[src/rtl/bsmr_pkg.sv]
// bsmr_pkg: shared types and constants for the bounded stack with min and reverse
// depends on nothing; imported by every module of the block

package bsmr_pkg;

   localparam int DATA_W = 32;
   localparam int CNT_W = 5;
   localparam int BSMR_MAX_DEPTH = 16;
   localparam logic [CNT_W-1:0] CAP_RESET = 5'd16;
   localparam logic signed [DATA_W-1:0] EMPTY_WORD = -32'sd1;

   typedef enum logic [1:0] {
      KIND_NONE    = 2'd0,
      KIND_PUSH    = 2'd1,
      KIND_POP     = 2'd2,
      KIND_REVERSE = 2'd3
   } kind_type;

   typedef enum logic [1:0] {
      STATUS_DONE       = 2'd0,
      STATUS_PUSH_FULL  = 2'd1,
      STATUS_POP_EMPTY  = 2'd2,
      STATUS_UNUSED     = 2'd3
   } status_type;

   typedef enum logic [3:0] {
      ST_IDLE,
      ST_POP_WAIT,
      ST_REV_RD_LO,
      ST_REV_RD_HI,
      ST_REV_WR_LO,
      ST_REV_WR_HI,
      ST_SCAN_INIT,
      ST_SCAN,
      ST_SCAN_LAST,
      ST_DONE
   } state_type;

   typedef struct packed {
      kind_type                   kind;
      logic signed [DATA_W-1:0]   push_value;
   } req_type;

   typedef struct packed {
      status_type                 status;
      logic signed [DATA_W-1:0]   popped_value;
      logic signed [DATA_W-1:0]   top_value;
      logic signed [DATA_W-1:0]   min_value;
      logic [CNT_W-1:0]           count;
      logic                       empty_res;
      logic                       full_res;
   } rsp_type;

   // control from the sequencer to the running-minimum unit
   typedef struct packed {
      logic clear;
      logic sample;
   } min_ctl_type;

endpackage

[src/rtl/bsmr_mem.sv]
// bsmr_mem: stack entry storage, one write port and one read port, registered read
// depends on bsmr_pkg for the word width

module bsmr_mem
   import bsmr_pkg::*;
#(
   parameter int DEPTH  = BSMR_MAX_DEPTH,
   parameter int ADDR_W = $clog2(BSMR_MAX_DEPTH)
) (
   input  logic                     clock,
   input  logic                     wr_en,
   input  logic [ADDR_W-1:0]        wr_addr,
   input  logic signed [DATA_W-1:0] wr_data,
   input  logic                     rd_en,
   input  logic [ADDR_W-1:0]        rd_addr,
   output logic signed [DATA_W-1:0] rd_data
);

   logic signed [DATA_W-1:0] mem_ff [DEPTH];
   logic signed [DATA_W-1:0] rd_data_ff;

   // write port
   always_ff @(posedge clock) begin
      if (wr_en) begin
         mem_ff[wr_addr] <= wr_data;
      end
   end

   // read port, data holds until the next read
   always_ff @(posedge clock) begin
      if (rd_en) begin
         rd_data_ff <= mem_ff[rd_addr];
      end
   end

   assign rd_data = rd_data_ff;

endmodule

[src/rtl/bsmr_min_unit.sv]
// bsmr_min_unit: signed compare unit keeping the running minimum of a scan
// depends on bsmr_pkg for the word width and the control struct

module bsmr_min_unit
   import bsmr_pkg::*;
(
   input  logic                     clock,
   input  logic                     reset,
   input  min_ctl_type              ctl,
   input  logic signed [DATA_W-1:0] sample_data,
   output logic signed [DATA_W-1:0] min_value
);

   logic                     have_ff;
   logic                     have_in;
   logic signed [DATA_W-1:0] min_ff;
   logic signed [DATA_W-1:0] min_in;

   // first sample after clear is taken as is, later ones only when smaller
   always_comb begin
      have_in = have_ff;
      min_in  = min_ff;
      if (ctl.clear) begin
         have_in = 1'b0;
      end else if (ctl.sample) begin
         have_in = 1'b1;
         if (!have_ff || (sample_data < min_ff)) begin
            min_in = sample_data;
         end
      end
   end

   always_ff @(posedge clock) begin
      if (reset) begin
         have_ff <= 1'b0;
      end else begin
         have_ff <= have_in;
      end
   end

   always_ff @(posedge clock) begin
      min_ff <= min_in;
   end

   assign min_value = min_ff;

endmodule

[src/rtl/bounded_stack_with_min_reverse.sv]
// bounded_stack_with_min_reverse: top level, sequencer around entry memory and min unit
// depends on bsmr_pkg, bsmr_mem and bsmr_min_unit
//
// channel   ports                          transfer when
// request   start, busy, req_data          start high and busy low
// result    rsp_valid, rsp_data            rsp_valid high (one cycle, no backpressure)
// config    csr_valid, csr_ready, csr_data csr_valid and csr_ready high
//
// an item runs its push, pop read or reverse swaps (n/2 for n entries), then the minimum
// scan over the n entries it leaves (skipped when n is 0), then strobes the result
// the single read port sets the pace: the minimum scan reads one entry a cycle
// synchronous active-high reset clears count and state; capacity returns to 16
// busy is high from the cycle after a transfer until the result strobe
// the receiver cannot stall results; only busy holds off the next request

module bounded_stack_with_min_reverse
   import bsmr_pkg::*;
#(
   parameter int MAX_DEPTH = BSMR_MAX_DEPTH
) (
   input  logic             clock,
   input  logic             reset,
   input  logic             start,
   output logic             busy,
   input  req_type          req_data,
   output logic             rsp_valid,
   output rsp_type          rsp_data,
   input  logic             csr_valid,
   output logic             csr_ready,
   input  logic [CNT_W-1:0] csr_data
);

   localparam int ADDR_W = $clog2(MAX_DEPTH);

   state_type                state_ff, state_in;
   logic [CNT_W-1:0]         cnt_ff, cnt_in;
   logic [CNT_W-1:0]         cap_ff;
   logic [CNT_W-1:0]         lo_ff, lo_in;
   logic [CNT_W-1:0]         hi_ff, hi_in;
   logic [CNT_W-1:0]         idx_ff, idx_in;
   logic                     scan_vld_ff;
   status_type               status_ff, status_in;
   logic signed [DATA_W-1:0] popped_ff, popped_in;
   logic signed [DATA_W-1:0] top_ff, top_in;
   logic signed [DATA_W-1:0] tmp_ff, tmp_in;
   logic                     rsp_valid_ff, rsp_valid_in;
   rsp_type                  rsp_data_ff, rsp_data_in;

   logic                     wr_en;
   logic [ADDR_W-1:0]        wr_addr;
   logic signed [DATA_W-1:0] wr_data;
   logic                     rd_en;
   logic [ADDR_W-1:0]        rd_addr;
   logic signed [DATA_W-1:0] rd_data;
   min_ctl_type              min_ctl;
   logic signed [DATA_W-1:0] min_value;
   logic                     full_now;

   // capacity above the physical depth acts as the depth
   assign full_now = (cnt_ff >= cap_ff) || (32'(cnt_ff) >= 32'(MAX_DEPTH));

   assign busy      = (state_ff != ST_IDLE);
   assign csr_ready = 1'b1;
   assign rsp_valid = rsp_valid_ff;
   assign rsp_data  = rsp_data_ff;

   // sequencer: next state, memory port and min unit control
   always_comb begin
      state_in     = state_ff;
      cnt_in       = cnt_ff;
      lo_in        = lo_ff;
      hi_in        = hi_ff;
      idx_in       = idx_ff;
      status_in    = status_ff;
      popped_in    = popped_ff;
      top_in       = top_ff;
      tmp_in       = tmp_ff;
      rsp_valid_in = 1'b0;
      rsp_data_in  = rsp_data_ff;
      wr_en        = 1'b0;
      wr_addr      = '0;
      wr_data      = '0;
      rd_en        = 1'b0;
      rd_addr      = '0;
      min_ctl.clear  = 1'b0;
      min_ctl.sample = scan_vld_ff;

      unique case (state_ff)
         ST_IDLE: begin
            if (start) begin
               status_in = STATUS_DONE;
               popped_in = '0;
               state_in  = ST_SCAN_INIT;
               case (req_data.kind)
                  KIND_PUSH: begin
                     if (full_now) begin
                        status_in = STATUS_PUSH_FULL;
                     end else begin
                        wr_en   = 1'b1;
                        wr_addr = ADDR_W'(cnt_ff);
                        wr_data = req_data.push_value;
                        cnt_in  = cnt_ff + 5'd1;
                     end
                  end
                  KIND_POP: begin
                     if (cnt_ff == '0) begin
                        status_in = STATUS_POP_EMPTY;
                     end else begin
                        cnt_in   = cnt_ff - 5'd1;
                        rd_en    = 1'b1;
                        rd_addr  = ADDR_W'(cnt_ff - 5'd1);
                        state_in = ST_POP_WAIT;
                     end
                  end
                  KIND_REVERSE: begin
                     lo_in = '0;
                     hi_in = cnt_ff - 5'd1;
                     if (cnt_ff >= 5'd2) begin
                        state_in = ST_REV_RD_LO;
                     end
                  end
                  default: begin
                     state_in = ST_SCAN_INIT;
                  end
               endcase
            end
         end
         ST_POP_WAIT: begin
            popped_in = rd_data;
            state_in  = ST_SCAN_INIT;
         end
         // one swap: read low, read high, write low, write high
         ST_REV_RD_LO: begin
            rd_en    = 1'b1;
            rd_addr  = ADDR_W'(lo_ff);
            state_in = ST_REV_RD_HI;
         end
         ST_REV_RD_HI: begin
            rd_en    = 1'b1;
            rd_addr  = ADDR_W'(hi_ff);
            tmp_in   = rd_data;
            state_in = ST_REV_WR_LO;
         end
         ST_REV_WR_LO: begin
            wr_en    = 1'b1;
            wr_addr  = ADDR_W'(lo_ff);
            wr_data  = rd_data;
            state_in = ST_REV_WR_HI;
         end
         ST_REV_WR_HI: begin
            wr_en   = 1'b1;
            wr_addr = ADDR_W'(hi_ff);
            wr_data = tmp_ff;
            lo_in   = lo_ff + 5'd1;
            hi_in   = hi_ff - 5'd1;
            if ((lo_ff + 5'd1) < (hi_ff - 5'd1)) begin
               state_in = ST_REV_RD_LO;
            end else begin
               state_in = ST_SCAN_INIT;
            end
         end
         // walk entries from the bottom, last one read is the top
         ST_SCAN_INIT: begin
            min_ctl.clear = 1'b1;
            idx_in        = '0;
            state_in      = (cnt_ff == '0) ? ST_DONE : ST_SCAN;
         end
         ST_SCAN: begin
            rd_en   = 1'b1;
            rd_addr = ADDR_W'(idx_ff);
            idx_in  = idx_ff + 5'd1;
            if (idx_ff == (cnt_ff - 5'd1)) begin
               state_in = ST_SCAN_LAST;
            end
         end
         ST_SCAN_LAST: begin
            top_in   = rd_data;
            state_in = ST_DONE;
         end
         ST_DONE: begin
            rsp_valid_in             = 1'b1;
            rsp_data_in.status       = status_ff;
            rsp_data_in.popped_value = popped_ff;
            rsp_data_in.top_value    = (cnt_ff == '0) ? EMPTY_WORD : top_ff;
            rsp_data_in.min_value    = (cnt_ff == '0) ? EMPTY_WORD : min_value;
            rsp_data_in.count        = cnt_ff;
            rsp_data_in.empty_res    = (cnt_ff == '0);
            rsp_data_in.full_res     = full_now;
            state_in                 = ST_IDLE;
         end
         default: begin
            state_in = ST_IDLE;
         end
      endcase
   end

   // control registers
   always_ff @(posedge clock) begin
      if (reset) begin
         state_ff     <= ST_IDLE;
         cnt_ff       <= '0;
         cap_ff       <= CAP_RESET;
         scan_vld_ff  <= 1'b0;
         rsp_valid_ff <= 1'b0;
      end else begin
         state_ff     <= state_in;
         cnt_ff       <= cnt_in;
         scan_vld_ff  <= (state_ff == ST_SCAN);
         rsp_valid_ff <= rsp_valid_in;
         if (csr_valid && csr_ready) begin
            cap_ff <= csr_data;
         end
      end
   end

   // working and result payload registers
   always_ff @(posedge clock) begin
      lo_ff       <= lo_in;
      hi_ff       <= hi_in;
      idx_ff      <= idx_in;
      status_ff   <= status_in;
      popped_ff   <= popped_in;
      top_ff      <= top_in;
      tmp_ff      <= tmp_in;
      rsp_data_ff <= rsp_data_in;
   end

   bsmr_mem #(
      .DEPTH  (MAX_DEPTH),
      .ADDR_W (ADDR_W)
   ) u_mem (
      .clock   (clock),
      .wr_en   (wr_en),
      .wr_addr (wr_addr),
      .wr_data (wr_data),
      .rd_en   (rd_en),
      .rd_addr (rd_addr),
      .rd_data (rd_data)
   );

   bsmr_min_unit u_min (
      .clock       (clock),
      .reset       (reset),
      .ctl         (min_ctl),
      .sample_data (rd_data),
      .min_value   (min_value)
   );

`ifndef SYNTHESIS
   // fill count never passes the physical depth
   assert property (@(posedge clock) disable iff (reset)
      32'(cnt_ff) <= 32'(MAX_DEPTH))
      else $error("fill count above depth");

   // a transfer always starts the sequencer
   assert property (@(posedge clock) disable iff (reset)
      (start && !busy) |=> busy)
      else $error("accepted item did not raise busy");

   // result strobe comes in the cycle after the done state
   assert property (@(posedge clock) disable iff (reset)
      rsp_valid_ff |-> ($past(state_ff) == ST_DONE) && (state_ff == ST_IDLE))
      else $error("result strobe out of sequence");

   // swap pointers stay ordered while reversing
   assert property (@(posedge clock) disable iff (reset)
      (state_ff == ST_REV_RD_LO) |-> (lo_ff < hi_ff) && (hi_ff < cnt_ff))
      else $error("swap pointers crossed");
`endif

endmodule
[config.mk]
export PLATFORM = sky130hd
export DESIGN_NAME = bounded_stack_with_min_reverse
export DESIGN_NICKNAME = d
export VERILOG_FILES = /design/src/rtl/bsmr_pkg.sv /design/src/rtl/bsmr_mem.sv /design/src/rtl/bsmr_min_unit.sv /design/src/rtl/bounded_stack_with_min_reverse.sv
export SDC_FILE = /design/constraint.sdc
export NUM_CORES = 1
export LEC_CHECK = 0
export ABC_AREA = 1
export BUFFER_PORTS_ARGS = -buffer_cell sky130_fd_sc_hd__buf_2
export CAP_MARGIN = 10
export CELL_PAD_IN_SITES_DETAIL_PLACEMENT = 1
export CELL_PAD_IN_SITES_GLOBAL_PLACEMENT = 1
export CORE_ASPECT_RATIO = 1.5
export CORE_MARGIN = 10
export CORE_UTILIZATION = 50
export CTS_CLUSTER_SIZE = 25
export DETAILED_ROUTE_END_ITERATION = 6
export GPL_TIMING_DRIVEN = 1
export MAX_ROUTING_LAYER = met4
export PLACE_DENSITY_LB_ADDON = 0.1
export SLEW_MARGIN = 30
export SYNTH_ARGS = -nofsm -noshare
export SYNTH_HDL_FRONTEND = slang
export SYNTH_SLANG_ARGS = --single-unit
[constraint.sdc]
create_clock -name clock -period 11.1 [get_ports clock]
set_clock_uncertainty 0.05 [all_clocks]
set_input_delay 1.11 -clock clock [delete_from_list [all_inputs] [get_ports clock]]
set_output_delay 1.11 -clock clock [all_outputs]
set_load 0.03 [all_outputs]
=== Word-level counts from Yosys, hierarchy flattened ===
Memory sizes are Yosys's and may differ from the RTL's. A register that Yosys moved wholly into a read port is not among the register bits.
Index checks and enable logic that the tools add are counted.

* Add/subtract/negate cells: 5
* Magnitude comparators: 5
* Eq/ne operators: 18
* Muxes and demuxes: 47
* Bitwise gates (word level): 1
* Reduce and logical (&&, ||, !) cells: 19

{| class="wikitable"
|+ Operators with widths
! cell !! count
|-
| 32-bit 2-to-1 mux || 4
|-
| 32-bit case mux with 3 select lines || 1
|-
| 32-bit case mux with 2 select lines || 1
|-
| 5-bit case mux with 2 select lines || 4
|-
| 4-bit 2-to-1 mux || 9
|-
| 4-bit case mux with 9 select lines || 1
|-
| 32-bit less-than comparator || 1
|-
| 5-bit 2-to-1 mux || 6
|-
| 4-bit by 3-bit == test with 1-bit output (second input constant) || 4
|-
| 4-bit case mux with 4 select lines || 1
|-
| 5-bit by 1-bit adder with 5-bit output (second input constant) || 3
|-
| 4-bit case mux with 3 select lines || 1
|-
| 1-bit 2-to-1 mux || 11
|-
| 5-bit by 1-bit subtractor with 5-bit output (second input constant) || 2
|-
| 3-bit 2-to-1 mux || 3
|-
| 4-bit by 2-bit == test with 1-bit output (second input constant) || 2
|-
| 4-bit == test (second input constant) || 2
|-
| 2-bit inequality test (second input constant) || 4
|-
| 2-bit nonzero test || 4
|-
| 3-bit case mux with 2 select lines || 1
|-
| 2-bit AND reduction || 3
|-
| 3-bit AND reduction || 2
|-
| 5-bit == test || 1
|-
| 5-bit by 2-bit >= comparator with 1-bit output (second input constant) || 1
|-
| 19 further kinds || 23
|}

* Flip-flop bits (word level): 267
* Memory bits (writable): 512
* Output and inout port bits: 108
* Logic and storage cells: 117
* Memories: 1

{| class="wikitable"
|+ Memory list
! name !! words !! bits a word !! rd ports !! clocked after Yosys merged registers in !! wr ports !! line !! RTL
|-
| u_mem.mem_ff || 16 || 32 || 1 || 1 || 1 || bsmr_mem.sv:19 || <nowiki>logic signed [DATA_W-1:0] mem_ff [DEPTH];</nowiki>
|}

=== Logic depth before layout (Yosys ltp) ===
* Word-level depth: 8
* Gate-level depth with buffers: 15
* Gate-level depth less buffers: 15

=== By module ===
Synthesis repeated with hierarchy kept, for this count alone.

* Cell total of the unflattened synthesis: 3,067
* Area, all modules: 34,797.1 µm²

{| class="wikitable"
|+ By module, submodules not included
! module !! instances !! cells each !! area an instance (µm²) !! sequential area each (µm²)
|-
| bsmr_mem || 1 || 2,120 || 23,058.4 || 16,335.7
|-
| bounded_stack_with_min_reverse || 1 || 777 || 9,907.0 || 6,866.6
|-
| bsmr_min_unit || 1 || 170 || 1,831.8 || 980.9
|}

=== Worst setup path before layout ===
Ideal clock, no wire load.

* Kind: reg2reg
* Start point: register state_ff[0]
* End point: register rsp_data_ff (netlist bit rsp_data[0]) (enable)
* Library setup time: 698 ps
* Arrival: 7,703 ps
* Slack: 2,649 ps
* Stages on the path, launching flop included: 5
* Buffers on the path: 0
* Clock period less this slack: 8,451 ps
* Cell sequence: dfxtp_1 -> inv_1 -> nor2_1 -> inv_1 -> nor3_1

* Word-level cells in the longest chain between the ends: 1

{| class="wikitable"
|+ RTL lines
! element !! line !! RTL
|-
| start: declaration || bounded_stack_with_min_reverse.sv:35 || <nowiki>state_type state_ff, state_in;</nowiki>
|-
| start signal: assignment || bounded_stack_with_min_reverse.sv:206 || <nowiki>state_ff <= state_in;</nowiki>
|-
| 4-bit == test || bounded_stack_with_min_reverse.sv:88 || <nowiki>unique case (state_ff)</nowiki>
|-
| end signal: assignment || bounded_stack_with_min_reverse.sv:225 || <nowiki>rsp_data_ff <= rsp_data_in;</nowiki>
|-
| end: declaration || bounded_stack_with_min_reverse.sv:47 || <nowiki>rsp_type rsp_data_ff, rsp_data_in;</nowiki>
|}

No other way between the ends.
A chain may end at the register's enable or synchronous reset.

=== Worst setup path after layout ===
* Start point: register cnt_ff[0]
* End point: register u_mem.rd_data_ff[23] (netlist: u_mem.rd_data[23]) (read register of u_mem.mem_ff), data pin

* Word-level cells in the longest chain between the ends: 5
* Elaborated cells on any way between the ends: 10
* Those cells by class: add/sub (1); mux (8); reduce/logical (1)

{| class="wikitable"
|+ RTL lines
! element !! line !! RTL
|-
| start: declaration || bounded_stack_with_min_reverse.sv:36 || <nowiki>logic [CNT_W-1:0] cnt_ff, cnt_in;</nowiki>
|-
| start signal: assignment || bounded_stack_with_min_reverse.sv:207 || <nowiki>cnt_ff <= cnt_in;</nowiki>
|-
| 5-bit by 1-bit subtractor with 5-bit output / 5-bit logical NOT (equally long branches) || -- ||
|-
| 4-bit 2-to-1 mux / 1-bit 2-to-1 mux (equally long branches) || bounded_stack_with_min_reverse.sv:106 || <nowiki>if (cnt_ff == '0) begin</nowiki>
|-
| 4-bit 2-to-1 mux / 1-bit 2-to-1 mux (equally long branches) || bounded_stack_with_min_reverse.sv:94 || <nowiki>case (req_data.kind)</nowiki>
|-
| 4-bit 2-to-1 mux / 1-bit 2-to-1 mux (equally long branches) || bounded_stack_with_min_reverse.sv:90 || <nowiki>if (start) begin</nowiki>
|-
| 4-bit case mux with 4 select lines / 1-bit case mux with 2 select lines (equally long branches) || bounded_stack_with_min_reverse.sv:88 ||
|-
| end: declaration || bsmr_mem.sv:20 || <nowiki>logic signed [DATA_W-1:0] rd_data_ff;</nowiki>
|}

Several ways; a longest one is shown, not always the timed one.

==> flow_summary.json <==
{
  "core_um2": 68100,
  "syn_to_final_growth_pct": 12.9,
  "place.gp.congestion": 0.862,
  "final.setup.worst_slack_ns": 6.29,
  "dr.pass1.iters": 6,
  "max_stage_delay_ns": 0.65,
  "post_cts_resized": 0,
  "rsz0062_at_grt": "false",
  "netlist-cell-type-count": 39,
  "max_slew_margin_pct": 33.5,
  "rows": 117,
  "htree_levels": 3,
  "required_ns": 11.44,
  "syn-num-nets": 3031,
  "grt_pass1_vias": 24500,
  "grt_max_degree": 102,
  "ys.warnings.count": 0,
  "switching_power_mw": 3.45,
  "synthTopCellsByArea": "edfxtp_1, nand3_1, nand2_1",
  "grt_util_all_layers_pct": 24.8,
  "cp_max_fo": 101,
  "ctsRootBufferMaster": "clkbuf_16",
  "peakVddDrop_mv": 0.152,
  "setup.worst_path.start_class": "flip-flop",
  "path_class": "flip-flop to flip-flop",
  "io_pins": 151,
  "hp-class": "flip-flop to flip-flop",
  "synthesis.area_um2": 34500,
  "clk_pin_slew_ns": 0.07,
  "tns_ns": 0,
  "crit_chain": "inv_1 > ha_1 > nand3_4 > nand2_2 > nor2_4 > nand3_4 > nand2_8 > buf_16 > buf_6 > nand2_1 > nand3_1 > nand3_1 > nand3_1 > nand2_1",
  "initial_core_util_pct": 50.6,
  "synth-adder-area-share_pct": 1.78,
  "drtAntennaViolNets": 0,
  "hold_violations": 0,
  "internal_power_mw": 6.44,
  "drt-initial-drc-count": 2056,
  "maxCapViolCount": 0,
  "synthMuxAreaShare_pct": 0.0290,
  "vias": 23000,
  "p_sw_share_pct": 34.9,
  "postCtsSetupBuffers": 0,
  "die_width_um": 234,
  "clk_latency_ns": 0.64,
  "synthSimpleGateAreaFrac_pct": 19.2,
  "drc": 0,
  "period_share_pct": 43.3,
  "synth_area_per_cell_um2": 11.7,
  "synth_compound_area_share_pct": 1.97,
  "crit_path_end_kind": "flip-flop",
  "ys_ff_latch": 811,
  "ctsLongestPathBuffers": 3,
  "p_clk_share_pct": 26.5,
  "grt_overflow_total": 0,
  "viasPerCell": 5.68,
  "critPathArrivalTime_ns": 5.15,
  "worstMarginPinSlew_ns": 0.997,
  "leakage_nw": 15.2,
  "instances_no_fill": 4047,
  "drt-wirelength-per-cell_um": 23.9,
  "cpMaxStageDelayCell": "buf_6",
  "max_freq_mhz": 208,
  "n_antenna_cell": 0,
  "dpl.hpwl_um": 57500,
  "antenna_found_initial": 0,
  "clock_sinks": 811,
  "ys_seq_area_share_pct": 70.2,
  "synth_top_family_by_area": "simple AND/OR/NAND/NOR gates",
  "drv_slew": 0,
  "p_comb_share_pct": 29.0,
  "tritoncts": "built",
  "power_density_nw_per_um2": 254,
  "drive_gt1_share_pct": 13.2,
  "outcome": "completed",
  "layout.nets": 3186,
  "synthFlopType": "edfxtp_1",
  "timing.final.crit_period_ns": 4.81,
  "seqPwrFrac_pct": 44.5,
  "synth-xor-area-share_pct": 0.381,
  "syn_inst": 2939,
  "routed_wl_um": 96800,
  "crit_path_frequent_cell": "nand3_1",
  "die_area_um2": 80100,
  "setup_violations": 0,
  "dp_slack_ns": 5.92,
  "async_flop_share_pct": 0,
  "cts_hold_buf": 0,
  "synth_top_cell_area_share_pct": 69.2,
  "critPathTopFamily": "simple AND/OR/NAND/NOR gates",
  "synth_top_area_cell": "edfxtp_1",
  "grt_first_pass_wirelength_um": 146000,
  "port-buffer-count": 149,
  "critPathBufInv": 3,
  "synth_enable_flop_cells": 794,
  "dp_cells": 3903,
  "dieHeight_um": 342,
  "cts_buffers": 77
}
area by class of cell:
| class | instances | area, um^2 |
|---|---|---|
| Clock buffer | 94 | 2050 |
| Tap cell | 892 | 1120 |
| Multi-Input combinational cell | 1591 | 8270 |
| Inverter | 384 | 1440 |
| Timing Repair Buffer | 229 | 1420 |
| Fill cell | 7070 | 29200 |
| Clock inverter | 46 | 429 |
| Sequential cell | 811 | 24200 |
cells in the mapped netlist (11+ instances only):
master,n
o21ai_0,27
ha_1,49
buf_4,17
o211ai_1,32
dfxtp_1,17
edfxtp_1,794
clkbuf_1,24
xor2_1,11
or2_2,34
inv_1,380
nand3_1,532
buf_2,108
nor2_1,98
a21oi_1,33
nand3b_1,130
nand2_1,591
stage by stage:
step,hold slack (ns),instance area [um^2],power [mW],util [%]
detailed placement,0.356,36300,7.28,53.4
finish,0.372,38900,9.89,57.2
floorplan,0.350,34500,6.19,-
CTS,0.371,38800,9.92,57.0
global placement,0.357,36200,7.10,53.2
global route,0.380,38900,10.4,57.2
worst reg2reg max path, stage by stage (launching register included):
cell,delay [ns]
dfxtp_1,0.51
inv_1,0.24
ha_1,0.29
nand3_4,0.34
nand2_2,0.15
nor2_4,0.16
nand3_4,0.48
nand2_8,0.65
buf_16,0.36
buf_6,0.72
nand2_1,0.21
nand3_1,0.12
nand3_1,0.09
nand3_1,0.13
nand2_1,0.07
kinds of logic after synthesis:
logic type	after synthesis
and+or+nand+nor	1414
muxes	1
other	1
xor gates and xnor gates	15
adders and majority gates	49
buffers and inverters	537
AOI/OAI and AO/OA	111
DFF	811
layer usage:
metal,global-route usage (%),part of all wire (%)
met1,30.2,40
met2,42.5,52
met3,3.03,5.8
met4,7.25,2.5
met5,-,0
cell usage in the layout, fill, tap and decap left out, types with 4 or more instances in the layout:
| master | n |
|---|---|
| inv_6 | 4 |
| nor2_1 | 79 |
| o21ai_0 | 27 |
| ha_1 | 49 |
| nand3_1 | 532 |
| or2_2 | 34 |
| clkinv_2 | 14 |
| nand2_2 | 4 |
| nand4_1 | 6 |
| nor2_4 | 23 |
| nand3b_1 | 130 |
| a21oi_1 | 32 |
| inv_1 | 380 |
| a211oi_1 | 4 |
| nand2_1 | 591 |
| buf_2 | 155 |
| clkinvlp_4 | 5 |
| buf_4 | 66 |
| dfxtp_1 | 17 |
| buf_6 | 4 |
| clkbuf_1 | 14 |
| clkinv_1 | 16 |
| o211ai_1 | 32 |
| edfxtp_1 | 794 |
| clkbuf_16 | 80 |
| xor2_1 | 11 |
| xnor2_1 | 4 |
| nor3_1 | 5 |
| o22ai_1 | 4 |
| bufinv_16 | 7 |
final timing paths:
path	start	to	slack, ns	depth (start not counted)
setup / recovery	cnt_ff[0]	u_mem.rd_data[23]	6.29	14
hold reg to reg	popped_ff[0]	rsp_data[71]	0.37	0
hold / removal	popped_ff[0]	rsp_data[71]	0.37	0
setup reg to reg	cnt_ff[0]	u_mem.rd_data[23]	6.29	14
registers in the layout, summed over array words and instances, names as in the netlist:
register         flops
state_ff             4
idx_ff               5
hi_ff                5
u_min.min_value     32
popped_ff           32
u_mem.mem_ff       512
status_ff            2
u_mem.rd_data       32
tmp_ff              32
u_min.have_ff        1
rsp_data           105
rsp_valid            1
top_ff              32
cap_ff               5
lo_ff                5
scan_vld_ff          1
cnt_ff               5
power by group through the flow:
stage / Sequential, mW / Combinational, mW / Clock (mW)
detailed placement: 4.46 / 2.82 / 0
global route: 4.43 / 3.16 / 2.78
CTS: 4.40 / 2.86 / 2.66
floorplan: 4.35 / 1.83 / 0
global placement: 4.44 / 2.66 / 0
finish: 4.40 / 2.87 / 2.62
No activity file was read; power rests on OpenSTA's default activity.
